<file path="src/design/pmf_pkg.sv">
// ---------------------------------------------------------------------------
// pmf_pkg
// Shared constants and types for the pose median filter with mount rotation.
// ---------------------------------------------------------------------------
`default_nettype none

package pmf_pkg;

    localparam int WINDOW_DEF      = 7;
    localparam int SAMPLE_BITS_DEF = 20;

    localparam int NUM_POSE   = 6;
    localparam int COEF_W     = 15;
    localparam int COUNT_W    = 16;
    localparam int CFG_DATA_W = 32;
    localparam int CFG_IDX_W  = 2;

    localparam int                 DROP_MARKER_RST = -1024;
    localparam logic [COEF_W-1:0]  MOUNT_COS_RST   = 15'd28378;
    localparam logic [COEF_W-1:0]  MOUNT_SIN_RST   = 15'd16384;

    // pose channel order inside the lane array
    localparam int CH_POS_X = 0;
    localparam int CH_POS_Y = 1;
    localparam int CH_POS_Z = 2;
    localparam int CH_ANG_X = 3;
    localparam int CH_ANG_Y = 4;
    localparam int CH_ANG_Z = 5;

    typedef enum logic [CFG_IDX_W-1:0] {
        REG_DROP_MARKER = 2'd0,
        REG_MOUNT_COS   = 2'd1,
        REG_MOUNT_SIN   = 2'd2
    } cfg_reg_t;

endpackage

`default_nettype wire

</file>
<file path="src/design/pmf_rotate.sv">
// ---------------------------------------------------------------------------
// pmf_rotate
// Rotate held linear medians by the mount angle: registered products, then
// sum, round half up and saturate.
// ---------------------------------------------------------------------------
`default_nettype none

module pmf_rotate #(
    parameter int SAMPLE_BITS = 20
) (
    input  wire logic                            clk,
    input  wire logic                            rst_n,
    input  wire logic                            advance,
    input  wire logic signed [SAMPLE_BITS-1:0]   mx,
    input  wire logic signed [SAMPLE_BITS-1:0]   my,
    input  wire logic signed [SAMPLE_BITS-1:0]   mz,
    input  wire logic [pmf_pkg::COEF_W-1:0]      mount_cos,
    input  wire logic [pmf_pkg::COEF_W-1:0]      mount_sin,
    output logic signed [SAMPLE_BITS-1:0]        body_x,
    output logic signed [SAMPLE_BITS-1:0]        body_y,
    output logic signed [SAMPLE_BITS-1:0]        body_z
);

    import pmf_pkg::*;

    localparam int PROD_W = SAMPLE_BITS + COEF_W + 1;
    localparam int SUM_W  = PROD_W + 1;

    localparam logic signed [SAMPLE_BITS-1:0] SMAX = {1'b0, {(SAMPLE_BITS-1){1'b1}}};
    localparam logic signed [SAMPLE_BITS-1:0] SMIN = {1'b1, {(SAMPLE_BITS-1){1'b0}}};
    localparam logic signed [SUM_W-1:0]       HALF = SUM_W'(2 ** (COEF_W - 1));

    logic signed [COEF_W:0]        cos_s;
    logic signed [COEF_W:0]        sin_s;
    logic signed [PROD_W-1:0]      cz_reg, sx_reg, sz_reg, cx_reg;
    logic signed [SAMPLE_BITS-1:0] my_reg;
    logic signed [SUM_W-1:0]       sum_x, sum_z, shr_x, shr_z;
    logic signed [SAMPLE_BITS-1:0] bx_next, by_next, bz_next;
    logic signed [SAMPLE_BITS-1:0] bx_reg, by_reg, bz_reg;

    assign cos_s = {1'b0, mount_cos};
    assign sin_s = {1'b0, mount_sin};

    always_ff @(posedge clk)
    begin
        if (advance)
        begin
            cz_reg <= cos_s * mz;
            sx_reg <= sin_s * mx;
            sz_reg <= sin_s * mz;
            cx_reg <= cos_s * mx;
            my_reg <= my;
        end
    end

    always_comb
    begin
        sum_x = SUM_W'(cz_reg) + SUM_W'(sx_reg) + HALF;
        sum_z = SUM_W'(sz_reg) - SUM_W'(cx_reg) + HALF;
        shr_x = sum_x >>> COEF_W;
        shr_z = sum_z >>> COEF_W;

        if (shr_x > SMAX)
            bx_next = SMAX;
        else if (shr_x < SMIN)
            bx_next = SMIN;
        else
            bx_next = shr_x[SAMPLE_BITS-1:0];

        if (shr_z > SMAX)
            bz_next = SMAX;
        else if (shr_z < SMIN)
            bz_next = SMIN;
        else
            bz_next = shr_z[SAMPLE_BITS-1:0];

        // negating the most negative value clamps to the maximum
        by_next = (my_reg == SMIN) ? SMAX : -my_reg;
    end

    always_ff @(posedge clk or negedge rst_n)
    begin
        if (!rst_n)
        begin
            bx_reg <= '0;
            by_reg <= '0;
            bz_reg <= '0;
        end
        else if (advance)
        begin
            bx_reg <= bx_next;
            by_reg <= by_next;
            bz_reg <= bz_next;
        end
    end

    assign body_x = bx_reg;
    assign body_y = by_reg;
    assign body_z = bz_reg;

endmodule

`default_nettype wire
</file>
<file path="config.mk">
export PLATFORM = sky130hd
export DESIGN_NAME = pmf_rotate
export DESIGN_NICKNAME = d
export VERILOG_FILES = /design/src/design/pmf_pkg.sv /design/src/design/pmf_rotate.sv
export SDC_FILE = /design/constraint.sdc
export NUM_CORES = 2
export LEC_CHECK = 0
export BUFFER_PORTS_ARGS = -buffer_cell sky130_fd_sc_hd__clkbuf_2
export CAP_MARGIN = 15
export CELL_PAD_IN_SITES_DETAIL_PLACEMENT = 1
export CELL_PAD_IN_SITES_GLOBAL_PLACEMENT = 1
export CORE_UTILIZATION = 57
export CTS_BUF_LIST = sky130_fd_sc_hd__clkbuf_4
export DETAILED_ROUTE_END_ITERATION = 10
export PLACE_DENSITY = 0.89
export SLEW_MARGIN = 10
export SYNTH_ARGS = -nofsm -noshare
export SYNTH_HDL_FRONTEND = slang
export SYNTH_SLANG_ARGS = --single-unit
</file>
<file path="constraint.sdc">
create_clock -name clk -period 10.4 [get_ports clk]
set_input_delay 1.04 -clock clk [delete_from_list [all_inputs] [get_ports clk]]
set_output_delay 1.04 -clock clk [all_outputs]
set_load 0.05 [all_outputs]
</file>
**Word level (Yosys, flattened, before mapping)**

Cells that the tools add are included.

- Register bits: 224
- Word-level logic and storage cells: 27
- Input port bits: 93
- Output and inout bits: 60

- $mul: 4
- Eq/ne operators: 1
- Muxes and demuxes: 5
- Order comparisons: 4
- $add $sub $neg: 5

Operator list:

| cell | count |
|---|---|
| $mul 16x20->36 | 4 |
| $mux 20 | 5 |
| $add 37x16->37 const B | 2 |
| $gt 22x20->1 const B | 2 |
| $lt 22x20->1 const B | 2 |
| $add 36x36->37 | 1 |
| $sub 36x36->37 | 1 |
| $eq 20x20->1 const B | 1 |
| $neg 20->20 | 1 |

**Longest topological paths before layout**

- Word-level depth: 5
- Gate-level depth with buffers: 26

**Worst setup path before layout**

OpenSTA, ideal clock, no wires.

- Path type: input to register
- From: input mount_sin[1] in the netlist's numbering
- To: register sz_reg[32], data pin
- Stages: 21
- Slack: 3.255 ns
- Required time: 10.242 ns
- Path buffers: 1
- Arrival time: 6.987 ns
- Library setup time: 0.158 ns
- Cells stage by stage: clkbuf_1 nand2_1 fa_1 fa_1 fa_1 fa_1 inv_1 fa_1 inv_1 fa_1 inv_1 ha_1 a21oi_1 o21ai_0 a221oi_1 o21ai_0 o41ai_2 a21oi_1 o41ai_2 or4b_1 o211ai_1

- Word-level cells in the longest chain between the ends: 1

RTL lines:

| item | line | text |
|---|---|---|
| start: declaration | pmf_rotate.sv:18 | `input wire logic [pmf_pkg::COEF_W-1:0] mount_sin,` |
| $mul 16x20->36 | pmf_rotate.sv:50 | `sz_reg <= sin_s * mz;` |
| end signal: assignment | pmf_rotate.sv:50 |  |
| end: declaration | pmf_rotate.sv:35 | `logic signed [PROD_W-1:0] cz_reg, sx_reg, sz_reg, cx_reg;` |

Every way passes these cells.
A chain may end at the register's enable or synchronous reset.

**Final worst setup path**

- From: input mount_sin[8] in the netlist's numbering
- To: register sx_reg[35], data pin

- Word-level cells in the longest chain between the ends: 1

RTL lines:

| item | line | text |
|---|---|---|
| $mul 16x20->36 | pmf_rotate.sv:49 | `sx_reg <= sin_s * mx;` |
| end signal: assignment | pmf_rotate.sv:49 |  |
| end: declaration | pmf_rotate.sv:35 |  |

Every way passes these cells.

==> out/results.txt <==
Worst Hold Class = in2reg
Core footprint = 97,300 um2
Tmin final = 8.25 ns
Total of buffers placed on input and output ports = 152
Highest achievable clock rate = 121 MHz
Die area = 100,000 um2
Number of top-level design ports = 153
Share of layout cells above drive strength 1 = 0.0603
Proportion of synthesized flip-flops having asynchronous set or reset = 0.268
Leading cell type by number of instances after synthesis = sky130_fd_sc_hd__inv_1
Hold Fails Final Rpt = 0
Accumulated negative setup slack = 0 ns
Most numerous cell types in the synthesized netlist = sky130_fd_sc_hd__inv_1, sky130_fd_sc_hd__fa_1, sky130_fd_sc_hd__nand2_1, sky130_fd_sc_hd__and2_1, sky130_fd_sc_hd__ha_1
Number of cells produced by synthesis = 5,955
Most used flip-flop cell after synthesis = sky130_fd_sc_hd__edfxtp_1
Row Count = 114
Clock slew at reported path FFs = 0.07 ns
Post-layout instance count excluding filler cells = 7,312
Net count after synthesis = 7,739
Clock root buffer master = sky130_fd_sc_hd__clkbuf_4
Global routing usage summed across all routing layers = 0.402
Cell type with the highest aggregate area in the netlist = sky130_fd_sc_hd__fa_1
Critical Path RT = 10.96 ns
Seq cells post-synth = 224
Worst slack, placed = 1.41 ns
Count of distinct cell types in the synthesized netlist = 86
Part of the Yosys area used for sequential elements = 0.114
Insertion delay of the later-clocked pin in the worst-skew pair = 0.93 ns
Max-slew headroom at the worst pin = 0.246
Number of synthesized flops with an enable pin = 164
Final wirelength = 194 mm
Overflow left after global routing = 0
Cts bufs inserted = 75
Antenna violations before repair = 23
Max-cap violation count = 0
Class of the most critical setup path = in2reg
GPL Wtd Cong = 0.918
Detailed Routing Iterations Pass 1 = 6
Slew at the pin closest to its max-slew limit = 1.12 ns
RSZ-0062 raised after global routing = false
DRC = 0
Number of global-route vias before repair = 53,300
X dimension of the die = 316 um
Endpoint arrival time on the critical path = 8.81 ns
Tcrit/Tclk final = 0.794
Clk buf depth = 3
Post-route setup slack = 2.15 ns
Via count of the routed design = 44,300
Area of the mapped netlist = 56,400 um2
Post-CTS setup buffer count = 0
Share of the synthesized area in the top cell type = 0.423
Count of hold-fix buffers inserted at cts = 0
Run status = completed
Yosys warnings = 0
Number of DRC markers in iteration 0 = 3,372
Critical path startpoint category = primary input
First-pass GRT wire length = 301 mm
Final slew viol count = 0
Antenna violation net count after detailed routing = 0
Largest net degree at the start of global routing = 71
Estimated wirelength of the detail-placed design = 152 mm
Post-layout net count = 7,752
CP endpoint kind = flip-flop
Count of placed standard cells including taps = 7,166
Clock Sink Count = 224
Finished Cell Area = 59,100 um2
Post-Route Skew = 0.0926 ns
CP max FO = 21
Clock tree from TritonCTS = yes
Post-CTS Resized = 0
H-tree levels = 3
Avg WL per Cell = 26.5 um
Die span in y = 316 um
Detailed-route vias per instance = 6.06
Total setup violations reported at the end of the flow = 0
Largest cells by area after synthesis = sky130_fd_sc_hd__fa_1, sky130_fd_sc_hd__ha_1, sky130_fd_sc_hd__inv_1
Number of fill cells in the layout = 11,000
Effective utilization at floorplan = 0.579
Area growth from synthesis to layout = 4.85%
Area after detailed placement = 58,000 um2
Average size of a mapped cell = 9.46 um2
==> stage by stage <==
step | util | hold WS, ns
6_report | 0.607 | 0.326
5_1_grt | 0.607 | 0.292
4_1_cts | 0.607 | 0.280
3_5_place_dp | 0.597 | 0.488
3_3_place_gp | 0.597 | 0.482
2_1_floorplan | - | 0.536
==> critical path: stages <==
cell	delay [ns]
sky130_fd_sc_hd__clkbuf_2	0.51
sky130_fd_sc_hd__buf_4	0.43
sky130_fd_sc_hd__nand2_1	0.16
sky130_fd_sc_hd__fa_1	0.57
sky130_fd_sc_hd__inv_1	0.06
sky130_fd_sc_hd__fa_1	0.50
sky130_fd_sc_hd__inv_1	0.07
sky130_fd_sc_hd__fa_1	0.55
sky130_fd_sc_hd__inv_1	0.06
sky130_fd_sc_hd__fa_1	0.45
sky130_fd_sc_hd__fa_1	0.49
sky130_fd_sc_hd__inv_1	0.07
sky130_fd_sc_hd__fa_1	0.48
sky130_fd_sc_hd__inv_1	0.05
sky130_fd_sc_hd__ha_1	0.41
sky130_fd_sc_hd__nand3_1	0.15
sky130_fd_sc_hd__nor3b_1	0.23
sky130_fd_sc_hd__a21oi_1	0.11
sky130_fd_sc_hd__and3_1	0.22
sky130_fd_sc_hd__o31ai_1	0.42
sky130_fd_sc_hd__buf_4	0.28
sky130_fd_sc_hd__a31oi_1	0.14
sky130_fd_sc_hd__o21ai_0	0.49
sky130_fd_sc_hd__a21oi_1	0.17
sky130_fd_sc_hd__xnor2_1	0.65
==> routing by layer <==
metal,vias to the layer above,part of all wire,GRT usage
li1,18000,-,-
met1,22800,0.33,0.440
met3,1036,0.086,0.0932
met2,2483,0.49,0.673
met5,-,0.00045,0
met4,12,0.093,0.319
==> worst paths after layout <==
kind                                   start    endpoint  slack (ns)  depth (start not counted)
worst max-delay path            mount_sin[8]  sx_reg[35]        2.15                         25
worst min-delay path                  my[12]  my_reg[12]        0.33                          1
worst max register to register    sz_reg[31]  body_z[12]        5.75                         12
worst min register to register    body_y[11]  body_y[11]        0.50                          1
max in group asynchronous              rst_n  body_z[17]        9.41                          2
min in group asynchronous              rst_n   body_x[0]        0.34                          2
==> area by class of cell <==
class | count | area [um2] | area share
timing repair buffer | 199 | 1140 | 0.0193
clock buffer | 107 | 803 | 0.0136
tap | 1276 | 1600 | 0.0270
inverter | 1459 | 5480 | 0.0927
multi-input combinational | 4009 | 43400 | 0.735
antenna | 14 | 35.0 | 0.000593
clock inverter | 24 | 165 | 0.00280
sequential | 224 | 6430 | 0.109
==> layout by cell type, fill, tap and decap left out, types with 83 or more instances in the layout <==
cell                          n
sky130_fd_sc_hd__nor2_1     102
sky130_fd_sc_hd__nand2_1    750
sky130_fd_sc_hd__xnor2_1    146
sky130_fd_sc_hd__clkbuf_4   107
sky130_fd_sc_hd__and2_1     528
sky130_fd_sc_hd__clkbuf_2   150
sky130_fd_sc_hd__a21o_1      83
sky130_fd_sc_hd__fa_1      1192
sky130_fd_sc_hd__ha_1       499
sky130_fd_sc_hd__a21oi_1    147
sky130_fd_sc_hd__edfxtp_1   164
sky130_fd_sc_hd__inv_1     1458
==> logic make-up after synthesis <==
kind of cell | after synthesis | synth area share
adder cells (fa/ha/maj) | 1691 | 0.534
AO/OA/AOI/OAI | 547 | 0.0692
flip-flops | 224 | 0.114
buffers and inverters | 1722 | 0.115
AND/OR/NAND/NOR | 1572 | 0.136
XOR/XNOR | 196 | 0.0305
multiplexers | 3 | 0.000577
Power is left out: the tool's default activity adds up to more than one toggle a clock period on the data nets, which glitch-free logic cannot reach.
