[src/design/pmf_lane.sv]
// ---------------------------------------------------------------------------
// pmf_lane
// One sliding window with a rank-based median finder and a held median.
// ---------------------------------------------------------------------------
`default_nettype none

module pmf_lane #(
    parameter int WINDOW      = 7,
    parameter int SAMPLE_BITS = 20
) (
    input  wire logic                          clk,
    input  wire logic                          rst_n,
    input  wire logic                          wr_en,
    input  wire logic [$clog2(WINDOW)-1:0]     wr_slot,
    input  wire logic signed [SAMPLE_BITS-1:0] wr_data,
    input  wire logic                          load,
    output logic signed [SAMPLE_BITS-1:0]      median
);

    localparam int MID = WINDOW / 2;

    logic signed [SAMPLE_BITS-1:0] win_reg [WINDOW];
    logic signed [SAMPLE_BITS-1:0] median_reg;
    logic signed [SAMPLE_BITS-1:0] median_next;
    logic [WINDOW-1:0]             below [WINDOW];

    always_ff @(posedge clk or negedge rst_n)
    begin
        if (!rst_n)
        begin
            for (int i = 0; i < WINDOW; i++)
            begin
                win_reg[i] <= '0;
            end
        end
        else if (wr_en)
        begin
            win_reg[wr_slot] <= wr_data;
        end
    end

    // Rank each entry; equal values are ordered by position so ranks are unique.
    always_comb
    begin
        median_next = '0;
        for (int i = 0; i < WINDOW; i++)
        begin
            for (int j = 0; j < WINDOW; j++)
            begin
                below[i][j] = (win_reg[j] < win_reg[i]) ||
                              ((j < i) && (win_reg[j] == win_reg[i]));
            end
        end
        for (int i = 0; i < WINDOW; i++)
        begin
            if ($countones(below[i]) == MID)
            begin
                median_next = win_reg[i];
            end
        end
    end

    always_ff @(posedge clk or negedge rst_n)
    begin
        if (!rst_n)
        begin
            median_reg <= '0;
        end
        else if (load)
        begin
            median_reg <= median_next;
        end
    end

    assign median = median_reg;

endmodule

`default_nettype wire

[config.mk]
export PLATFORM = sky130hd
export DESIGN_NAME = pmf_lane
export DESIGN_NICKNAME = d
export VERILOG_FILES = /design/src/design/pmf_lane.sv
export SDC_FILE = /design/constraint.sdc
export NUM_CORES = 1
export LEC_CHECK = 0
export ABC_AREA = 1
export CORE_UTILIZATION = 50
export DETAILED_ROUTE_END_ITERATION = 7
export DONT_BUFFER_PORTS = 1
export GPL_ROUTABILITY_DRIVEN = 0
export GPL_TIMING_DRIVEN = 0
export PLACE_DENSITY = 0.76
export SYNTH_ARGS = -nofsm -noshare
export SYNTH_HDL_FRONTEND = slang
export SYNTH_SLANG_ARGS = --single-unit
[constraint.sdc]
create_clock -name clk -period 8.48 [get_ports clk]
set_clock_uncertainty 0.1 [all_clocks]
set_input_delay 0 -clock clk [delete_from_list [all_inputs] [get_ports clk]]
set_output_delay 0 -clock clk [all_outputs]
set_load 0.005 [all_outputs]
* Yosys cells after proc, flatten, opt, wreduce, memory -nomap -nowiden *
Index checks and enable logic that the tools add are counted.

operators by class
  $lt $le $gt $ge = 51
  multiplexer cells = 10
  add/sub/neg operators = 42
  equal/unequal tests = 28
  bitwise operators = 1
  reductions and logical operators = 22

operator list
  kind                                                                           number
  20-bit less-than comparator                                                    49
  32-bit adder                                                                   14
  20-bit == test                                                                 21
  32-bit by 1-bit adder with 32-bit output                                       7
  32-bit by 3-bit == test with 1-bit output (second input constant)              7
  20-bit 2-to-1 mux                                                              8
  140-bit bitwise mux                                                            1
  20-bit demux with 3-bit select                                                 1
  1-bit by 1-bit adder with 2-bit output                                         21
  1-bit logical OR                                                               21
  4-bit greater-or-equal comparator (second input constant)                      1
  4-bit by 1-bit less-than comparator with 1-bit output (second input constant)  1
  3-bit inverter with 4-bit output                                               1
  1-bit logical AND                                                              1

storage, ports and cells
  output and inout port bits = 20
  register bits after elaboration = 160
  input port bits = 27
  word-level logic and storage cells = 162

* Logic depth before layout (Yosys ltp) *
Gate-level depths: netlist (run 1).

  word-level depth = 12
  depth in mapped cells = 36
  gate-level depth less buffers = 35

* Worst setup path after synthesis (run 1) *
OpenSTA, ideal clock, no wires.

  path type = reg2reg
  from = register win_reg[79] (netlist bit)
  to = register median_reg[10], in the netlist median[10]
  slack = 4.202 ns
  period minus slack after synthesis = 4.278 ns
  data arrival time = 4.112 ns
  stages on the path, launching flop included = 34
  buffers on the path = 1
  library setup time = 0.066 ns
  required time = 8.314 ns
  cell sequence = dfrtp_1 -> inv_1 -> ha_1 -> nand2_1 -> inv_1 -> nand3_1 -> nor2_1 -> inv_1 -> nor2_2 -> nand3_1 -> nand2_1 -> nor2_1 -> nand2_1 -> nand2_1 -> nor2_2 -> inv_1 -> fa_1 -> fa_1 -> inv_1 -> ha_1 -> fa_1 -> nand2_1 -> a21oi_2 -> buf_2 -> nand3_1 -> nand2_1 -> nand3_1 -> nand2_1 -> o21ai_1 -> nand2_1 -> nand2_1 -> nand2_1 -> nand2_1 -> nand2_1

on the way
  cells in the longest elaborated chain, start to end = 12
  elaborated cells on any way between the ends = 63
  classes of those cells = 24 x add/sub; 13 x order compare; 13 x eq/ne; 7 x mux; 6 x reduce/logical

ends and longest elaborated chain
  item                                                          line  RTL
  from (decl)                                                   22    logic signed [SAMPLE_BITS-1:0] win_reg [WINDOW];
  from (signal, indexed assignment)                             38    win_reg[wr_slot] <= wr_data;
  20-bit less-than comparator                                   50    below[i][j] = (win_reg[j] < win_reg[i]) ||
  1-bit by 1-bit adder with 2-bit output (implied by the code)  56    if ($countones(below[i]) == MID)
  32-bit adder (implied by the code) (2 in a row)               56
  32-bit by 3-bit == test with 1-bit output                     56
  20-bit 2-to-1 mux (6 in a row)                                56
  20-bit 2-to-1 mux *                                           56
  to (signal assigned)                                          71    median_reg <= median_next;
  to (decl)                                                     23    logic signed [SAMPLE_BITS-1:0] median_reg;

Mark *: on every way between the ends. The rest lies on a longest branch, timed or not.
A chain may end at the register's enable or synchronous reset.

* Worst setup path after layout (run 1) *
  from = register win_reg[19] (netlist bit)
  to = register median_reg[1], in the netlist median[1]

on the way
  cells in the longest elaborated chain, start to end = 11
  elaborated cells on any way between the ends = 57
  classes of those cells = 18 x add/sub; 13 x order compare; 13 x eq/ne; 7 x mux; 6 x reduce/logical

ends and longest elaborated chain
  item                                                            line
  20-bit less-than comparator                                     50
  32-bit by 1-bit adder with 32-bit output (implied by the code)  56
  32-bit adder (implied by the code)                              56
  32-bit by 3-bit == test with 1-bit output                       56
  20-bit 2-to-1 mux (6 in a row)                                  56
  20-bit 2-to-1 mux *                                             56

Marks and branches as above.

==> results of run 1 <==
cells by family after synthesis:
group,synth area share
compound gates,0.147
xor+xnor,0.000472
fa+ha+maj,0.325
buf+inv,0.0854
flops,0.216
simple gates,0.226
worst min path at each step:
stage | startpoint | end | slack, ns | depth (start not counted)
2_1_floorplan | rst_n | median[0]$_DFFE_PN0P_ | -0.40 | 0
3_3_place_gp | rst_n | median[13]$_DFFE_PN0P_ | -0.39 | 0
3_5_place_dp | rst_n | median[13]$_DFFE_PN0P_ | -0.39 | 0
4_1_cts | wr_slot[1] | win_reg[3]$_DFFE_PN0P_ | 0.08 | 3
5_1_grt | wr_slot[1] | win_reg[4]$_DFFE_PN0P_ | 0.16 | 3
6_report | wr_slot[1] | win_reg[4]$_DFFE_PN0P_ | 0.05 | 3
routing by layer:
metal / wire [µm] / GRT usage / vias to the layer above
met5: 0 / 0 / -
met1: 24000 / 0.413 / 8525
met3: 5990 / 0.0496 / 259
met4: 4940 / 0.244 / 0
met2: 27600 / 0.527 / 997
li1: - / - / 8676
through the flow:
step	hold WS, ns	area, µm²	worst slack, ns
after floorplan	-0.396	18500	4.20
final	0.0530	20000	2.86
after global routing	0.158	20000	2.58
after detailed placement	-0.393	19100	3.04
after global placement	-0.393	19100	3.11
after CTS	0.0771	20000	3.01
layout make-up:
| class | count | area [µm²] | share of cell area |
|---|---|---|---|
| inverter | 348 | 1310 | 0.0653 |
| timing repair buffer | 23 | 248 | 0.0124 |
| tap | 468 | 586 | 0.0293 |
| clock buffer | 22 | 494 | 0.0247 |
| buffer | 60 | 278 | 0.0139 |
| multi-input combinational | 1954 | 13000 | 0.648 |
| sequential | 160 | 4000 | 0.200 |
| clock inverter | 10 | 126 | 0.00632 |
cells in the final DEF (no fill, tap or decap), drive strengths merged, types with 3 or more instances in the layout:
| master | count |
|---|---|
| a211oi | 5 |
| a21oi | 191 |
| buf | 20 |
| clkbuf | 63 |
| clkinv | 6 |
| clkinvlp | 3 |
| dfrtp | 160 |
| dlygate4sd3 | 22 |
| fa | 16 |
| ha | 456 |
| inv | 347 |
| nand2 | 584 |
| nand3 | 142 |
| nand3b | 18 |
| nand4 | 66 |
| nor2 | 118 |
| nor3 | 15 |
| nor4 | 13 |
| o211ai | 25 |
| o21a | 7 |
| o21ai | 280 |
| o21bai | 4 |
| or2 | 5 |
worst min-delay path, delay by kind of cell:
family	cells	cell delay, ns
AND/OR/NAND/NOR	1	0.12
AO/OA/AOI/OAI	1	0.18
buffers and inverters	1	0.24
==> impl_metrics.ini, run 1 <==
[final_layout]
fillers = 3251
area_growth_syn_to_layout_pct = 7.84
utilization = 0.548
fin_cells = 3045
drive_gt1_frac = 0.0400
diodes = 0
largest_reg_flops = 140
final_nets = 3063

[logic_synthesis]
ys_ff_latch = 160
ys_seq_area_frac = 0.216
synth_common_cells = 580 x nand2_1, 456 x ha_1, 321 x inv_1, 258 x o21ai_0, 188 x a21oi_1
yosysTopAreaCell = ha_1
synthTopCellsByArea = ha_1 31%, dfrtp_1 22%, nand2_1 12%, o21ai_0 7.0%, inv_1 6.5%
synth_top_area_share = 0.308
synth_ff_type = dfrtp_1
ys_async_sr_fraction = 1.00
syn-cell-area_mm2 = 0.0185
synth_edf_count = 0
avgSynthCellArea_um2 = 7.35
netlist_instances = 2522
yosysUniqueCellTypes = 46
yosysMostFrequentCell = nand2_1
yosysWarningCount = 0
synth_nets = 3021

[critical_path]
crit_end = median[1]$_DFFE_PN0P_
path_class = reg -> reg
required_ns = 8.71
reg2reg_to = median[1]$_DFFE_PN0P_
startpoint = win_reg[19]$_DFFE_PN0P_
crit_cells = 23
r2r_start = win_reg[19]$_DFFE_PN0P_
crit_fanout = 10
endpoint_kind = flop
critPathMostFrequentCell = nand2_1
critPathLaunchType = flop
critPathMaxStageDelay_ns = 0.75
critPathBufInv = 3
crit_chain = inv_1 -> ha_1 -> nand4_1 -> nor4_1 -> nand2_1 -> nand4_1 -> nand3_1 -> fa_1 -> inv_1 -> ha_1 -> fa_1 -> nand2_1 -> a21oi_2 -> nand2_2 -> clkinv_1 -> nand2_1 -> nand3_1 -> nand2_1 -> nand2_1 -> nand2_1 -> nand2_1 -> nand2_1 -> nand2_1
cp_slowest_cell = nor4_1
rr_worst_depth = 23
critPathTopFamily = simple AND/OR/NAND/NOR gates
arrival_ns = 5.85
reg2reg_slack_ns = 2.86

[clock_tree]
post_cts_buffers = 0
cts_tree = yes
cts_made_buffers = 17
cts_hold_buf = 23
cts-root-buf = clkbuf_16
clkSinkCount = 160
clock_latency_ns = 0.44
cts_resized = 0
clkTransAtPathRegs_ns = 0.06
clockBufferDepth = 2
cts.htree.levels = 4

[global_route]
grt.overflow.total = 0
grt_use_total = 0.333
grt_pass1_wl_mm = 96.8
grt_max_degree = 161
antenna_found_initial = 0
grt_pass1_vias = 17928

[drt]
dr.pass1.iters = 7
antenna_left = 0
drt_iter0_markers = 1596
drt-total-wl_mm = 62.5
wire_per_inst_um = 20.5
viasPerCell = 6.06
vias = 18457
drc_errors = 0

[sta]
fmax_ghz = 0.178
slew_headroom = 0.438
slew_violations = 0
finalHoldViolCount = 0
rsz0062_at_grt = false
setup_viol_count_final = 0
min_period_ns = 5.62
final.setup.tns_ns = 0
fin_crit_sh = 0.663
worstMarginPinSlew_ns = 0.832

[die]
die_area_mm2 = 0.0379
boundaryPins = 47
placementRows = 70
core_area_mm2 = 0.0365
start_util = 0.508
chipHeight_um = 195
die_x_um = 195

[placement]
post-dp-hpwl_mm = 51.1
io_buffers = 0
place_inst = 2990

[status]
status = finished, final reports clean

[run]
maxCapViolations = 0

[hold_path]
min_path_type = in -> reg
Power of run 1 is not shown: default switching activity piles up to over one toggle a cycle in this logic, so the estimate is an artifact.
==> run 2, diff against run 1 <==
==> constraint.sdc (replaced) <==
create_clock -name clk -period 5.36 [get_ports clk]
set_clock_uncertainty 0.1 [all_clocks]
set_input_delay 0 -clock clk [delete_from_list [all_inputs] [get_ports clk]]
set_output_delay 0 -clock clk [all_outputs]
set_load 0.005 [all_outputs]
==> run 2 against run 1 <==
Register-to-register slack got worse by 2.7 ns. Highest routed layer unchanged. Worst setup slack worse by 2.7 ns. Hold slack gained 0.012 ns. Global-route usage is essentially flat. Largest cell class unchanged. Sequential share of layout area decreased by 0.24 points. Die area did not move. Critical path depth up 10. Core utilization rose by 1.3 points.
==> impl_metrics.ini, run 2 (same netlist as run 1, synthesis figures left out) <==
[clock_tree]
clkTransAtPathRegs_ns = 0.07
clock_latency_ns = 0.44
cts_tree = yes
cts-root-buf = clkbuf_16
cts.htree.levels = 4
cts_made_buffers = 17
clkSinkCount = 160
clockBufferDepth = 2

[critical_path]
reg2reg_slack_ns = 0.13
cp_slowest_cell = fa_1
endpoint_kind = flop
critPathLaunchType = flop
rr_worst_depth = 33
path_class = reg -> reg
critPathMostFrequentCell = nand2_1
required_ns = 5.64
r2r_start = win_reg[79]$_DFFE_PN0P_
arrival_ns = 5.51
reg2reg_to = median[10]$_DFFE_PN0P_
critPathMaxStageDelay_ns = 0.49
crit_fanout = 5

[sta]
finalHoldViolCount = 0
fin_crit_sh = 0.976
slew_headroom = 0.421
min_period_ns = 5.23
setup_viol_count_final = 0
worstMarginPinSlew_ns = 0.869
postLayoutSetupSlackWorst_ns = 0.129
fmax_ghz = 0.191
slew_violations = 0

[hold_path]
hold_end = win_reg[3]$_DFFE_PN0P_
hold_start = wr_slot[1]
whs_path_depth = 3
min_path_type = in -> reg

[drt]
antenna_left = 0
met1_length_mm = 24.0
wl_met2_mm = 28.2
dr.pass1.iters = 6
wl_met3_mm = 6.38
wire_per_inst_um = 20.7
drc_errors = 0
drt-total-wl_mm = 63.5
vias = 18688
viasPerCell = 6.10
dr.max_layer_used = met4
drt_iter0_markers = 1618

[final_layout]
mostFrequentLayoutCell = nand2_1
drive_gt1_frac = 0.0820
layout_common_cells = 565 x nand2_1, 452 x ha_1, 313 x inv_1
area_growth_syn_to_layout_pct = 10.4
diodes = 0
final_nets = 3083
largest_reg_flops = 140

[die]
boundaryPins = 47
die_area_mm2 = 0.0379
die_x_um = 195
chipHeight_um = 195
core_area_mm2 = 0.0365
placementRows = 70
start_util = 0.508

[placement]
pre_cts_slack_ns = -0.0779
io_buffers = 0
post-dp-hpwl_mm = 51.1

[global_route]
grt_pass1_vias = 17932
grt_pass1_wl_mm = 96.9
grt_max_degree = 161
grt_use_total = 0.333
grt.overflow.total = 0
antenna_found_initial = 0

[run]
maxCapViolations = 0

[status]
status = finished, final reports clean
==> run 2: cell types whose count changed in the layout (fill, tap and decap cells not counted), sizes merged <==
cell      previous run  this run
inv                347       346
clkinvlp             3         4
buf                 20        40
==> run 2: how the worst max path moves through the flow <==
stage / startpoint / endpoint / slack [ns] / depth (start not counted)
6_report: win_reg[79]$_DFFE_PN0P_ / median[10]$_DFFE_PN0P_ / 0.13 / 33
4_1_cts: win_reg[139]$_DFFE_PN0P_ / median[3]$_DFFE_PN0P_ / 0.006 / 32
3_3_place_gp: win_reg[79]$_DFFE_PN0P_ / median[3]$_DFFE_PN0P_ / -0.01 / 33
5_1_grt: win_reg[139]$_DFFE_PN0P_ / median[3]$_DFFE_PN0P_ / -0.07 / 25
3_5_place_dp: win_reg[79]$_DFFE_PN0P_ / median[3]$_DFFE_PN0P_ / -0.08 / 33
2_1_floorplan: win_reg[79]$_DFFE_PN0P_ / median[10]$_DFFE_PN0P_ / 1.08 / 33
==> run 2: per-stage QoR <==
stage	util	instance area (µm²)	TNS [ns]	std cells	hold slack, ns
detailed placement	0.524	19100	-0.464	2990	-0.393
floorplan	-	18500	0	2522	-0.396
finish	0.561	20500	0	3065	0.0649
global route	0.561	20500	-0.647	3065	0.158
CTS	0.548	20000	0	3045	0.0771
global placement	0.524	19100	-0.0145	2990	-0.393
==> run 2: cell type report <==
class	count	area [µm²]
inverter	348	1310
tap	468	586
clock buffer	22	494
buffer	60	298
clock inverter	10	126
multi-input combinational	1954	13200
sequential	160	4050
fill	3189	16000
timing repair buffer	43	414
==> run 2: worst max-delay path: cells and delay by family, from the launching register on <==
kind | cells | cell delay, ns
fa+ha+maj | 5 | 1.95
buf+inv | 6 | 0.56
simple gates | 20 | 1.79
flops | 1 | 0.41
compound gates | 2 | 0.35
==> run 2: layer usage <==
metal	GRT usage	vias up
met5	0	-
met4	0.244	0
met3	0.0496	253
met2	0.527	1030
met1	0.413	8686
li1	-	8719
==> run 2: what timing repair did <==
item	CTS	global route
hold endpoints to repair	320	0
gates cloned	0	2
setup buffers	0	18
endpoints found under the setup margin	19	20
pin swaps	0	11
hold buffers	23	0
resized for setup	6	109
Power of run 2 is left out for the same reason.
==> run 3, diff against run 2 <==
--- a/config.mk
+++ b/config.mk
@@ -11,7 +11,7 @@
 export DONT_BUFFER_PORTS = 1
 export GPL_ROUTABILITY_DRIVEN = 0
 export GPL_TIMING_DRIVEN = 0
-export PLACE_DENSITY = 0.76
+export PLACE_DENSITY = 0.68
 export SYNTH_ARGS = -nofsm -noshare
 export SYNTH_HDL_FRONTEND = slang
 export SYNTH_SLANG_ARGS = --single-unit
==> run 3 against run 2 <==
Final area about the same. Die area unchanged. Wire length grew 3.2%. First-iteration DRC count fell by 7.6%. Critical path depth fell by 4. Flip-flop and latch count stayed put. Register-to-register slack worse by 0.11 ns. Core utilization is essentially flat. Via count is 0.94% lower. Largest cell class unchanged.
==> impl_metrics.ini, run 3 (same netlist as run 1, synthesis figures left out) <==
[placement]
place_inst = 2990
io_buffers = 0
post-dp-hpwl_mm = 53.1
post_dp_cell_area_mm2 = 0.0191
pre_cts_slack_ns = -0.253

[final_layout]
largest_reg_flops = 140
final_nets = 3092
fin_area_mm2 = 0.0205
fin_cells = 3073
area_growth_syn_to_layout_pct = 10.5
drive_gt1_frac = 0.0856
diodes = 0
utilization = 0.561
layout_common_cells = 563 x nand2_1, 455 x ha_1, 311 x inv_1
mostFrequentLayoutCell = nand2_1

[global_route]
grt_pass1_wl_mm = 98.4
grt_pass1_vias = 17995
grt_max_degree = 161
grt_use_total = 0.342
grt.overflow.total = 0
grtUsageMet2 = 0.554
gr-usage-met1 = 0.420
grtUsageMet3 = 0.0541
grt.busiest_layer = met2
antenna_found_initial = 1

[clock_tree]
clkSinkCount = 160
clockBufferDepth = 2
clock_latency_ns = 0.44
cts-root-buf = clkbuf_16
cts_made_buffers = 17
cts.htree.levels = 4
cts_tree = yes
clkTransAtPathRegs_ns = 0.07

[die]
boundaryPins = 47
chipHeight_um = 195
start_util = 0.508
die_area_mm2 = 0.0379
core_area_mm2 = 0.0365
placementRows = 70
die_x_um = 195

[drt]
drc_errors = 0
drt-total-wl_mm = 65.5
antenna_left = 0
vias = 18513
viasPerCell = 6.02
wire_per_inst_um = 21.3
dr.pass1.iters = 8
drt_iter0_markers = 1495

[critical_path]
required_ns = 5.64
critPathMaxStageDelay_ns = 0.50
endpoint_kind = flop
path_class = reg -> reg
critPathLaunchType = flop
crit_fanout = 5
arrival_ns = 5.62
cp_slowest_cell = fa_1
critPathMostFrequentCell = nand2_1
crit_cells = 29
critPathBufInv = 4
critPathTopFamily = adder cells
rr_worst_depth = 29

[run]
maxCapViolations = 0

[sta]
setup_viol_count_final = 0
min_period_ns = 5.35
finalHoldViolCount = 0
slew_headroom = 0.452
rsz0062_at_grt = true
postLayoutSetupSlackWorst_ns = 0.0150
worstMarginPinSlew_ns = 0.822
slew_violations = 0
fin_crit_sh = 0.997
fmax_ghz = 0.187

[status]
status = finished, final reports clean

[hold_path]
whs_path_depth = 3
min_path_type = in -> reg
[run 3: cell types whose count changed in the layout (fill, tap and decap cells not counted), sizes merged]
cell      change
buf           +8
clkinv        -3
clkinvlp      +2
bufinv        +1
clkbuf        +1
inv           -1
[run 3: final cells by class]
type	instances	area (µm²)
clock inverters	9	133
multi-input cells	1954	13100
plain buffers	60	297
well taps	468	586
fillers	3376	16000
flip-flops and latches	160	4060
repair buffers	52	498
inverters	348	1320
clock buffers	22	474
[run 3: worst paths after layout]
check                                        start                       to  slack (ns)
max reg2reg                win_reg[66]$_DFFE_PN0P_   median[11]$_DFFE_PN0P_        0.01
min reg2reg                win_reg[24]$_DFFE_PN0P_  win_reg[24]$_DFFE_PN0P_        0.39
max                        win_reg[66]$_DFFE_PN0P_   median[11]$_DFFE_PN0P_        0.01
max in group asynchronous                    rst_n  win_reg[63]$_DFFE_PN0P_        4.31
min in group asynchronous                    rst_n  win_reg[14]$_DFFE_PN0P_        0.18
min                                     wr_slot[1]  win_reg[14]$_DFFE_PN0P_        0.09
[run 3: what timing repair did]
action / 4_1_cts / 5_1_grt
pin swaps: 0 / 15
setup buffers: 0 / 27
cloned: 0 / 2
setup endpoints to repair: 20 / 20
hold buffers: 23 / 0
hold endpoints to repair: 320 / 0
resized for setup: 12 / 105
[run 3: metrics by stage]
| step | TNS (ns) | hold slack, ns |
|---|---|---|
| floorplan | 0 | -0.396 |
| global placement | -0.318 | -0.393 |
| detailed placement | -3.09 | -0.394 |
| CTS | 0 | 0.0904 |
| global route | -0.157 | 0.124 |
| finish | 0 | 0.0857 |
[run 3: layer usage]
metal	vias to the layer above	part of all wire
met3	235	0.083
met4	2	0.070
met5	-	0.00017
li1	8736	-
met2	811	0.45
met1	8729	0.39
[run 3: worst min-delay path, stage by stage]
cell	delay [ns]
nand3_1	0.12
clkbuf_1	0.27
o21ai_0	0.19
Power of run 3 is left out for the same reason.
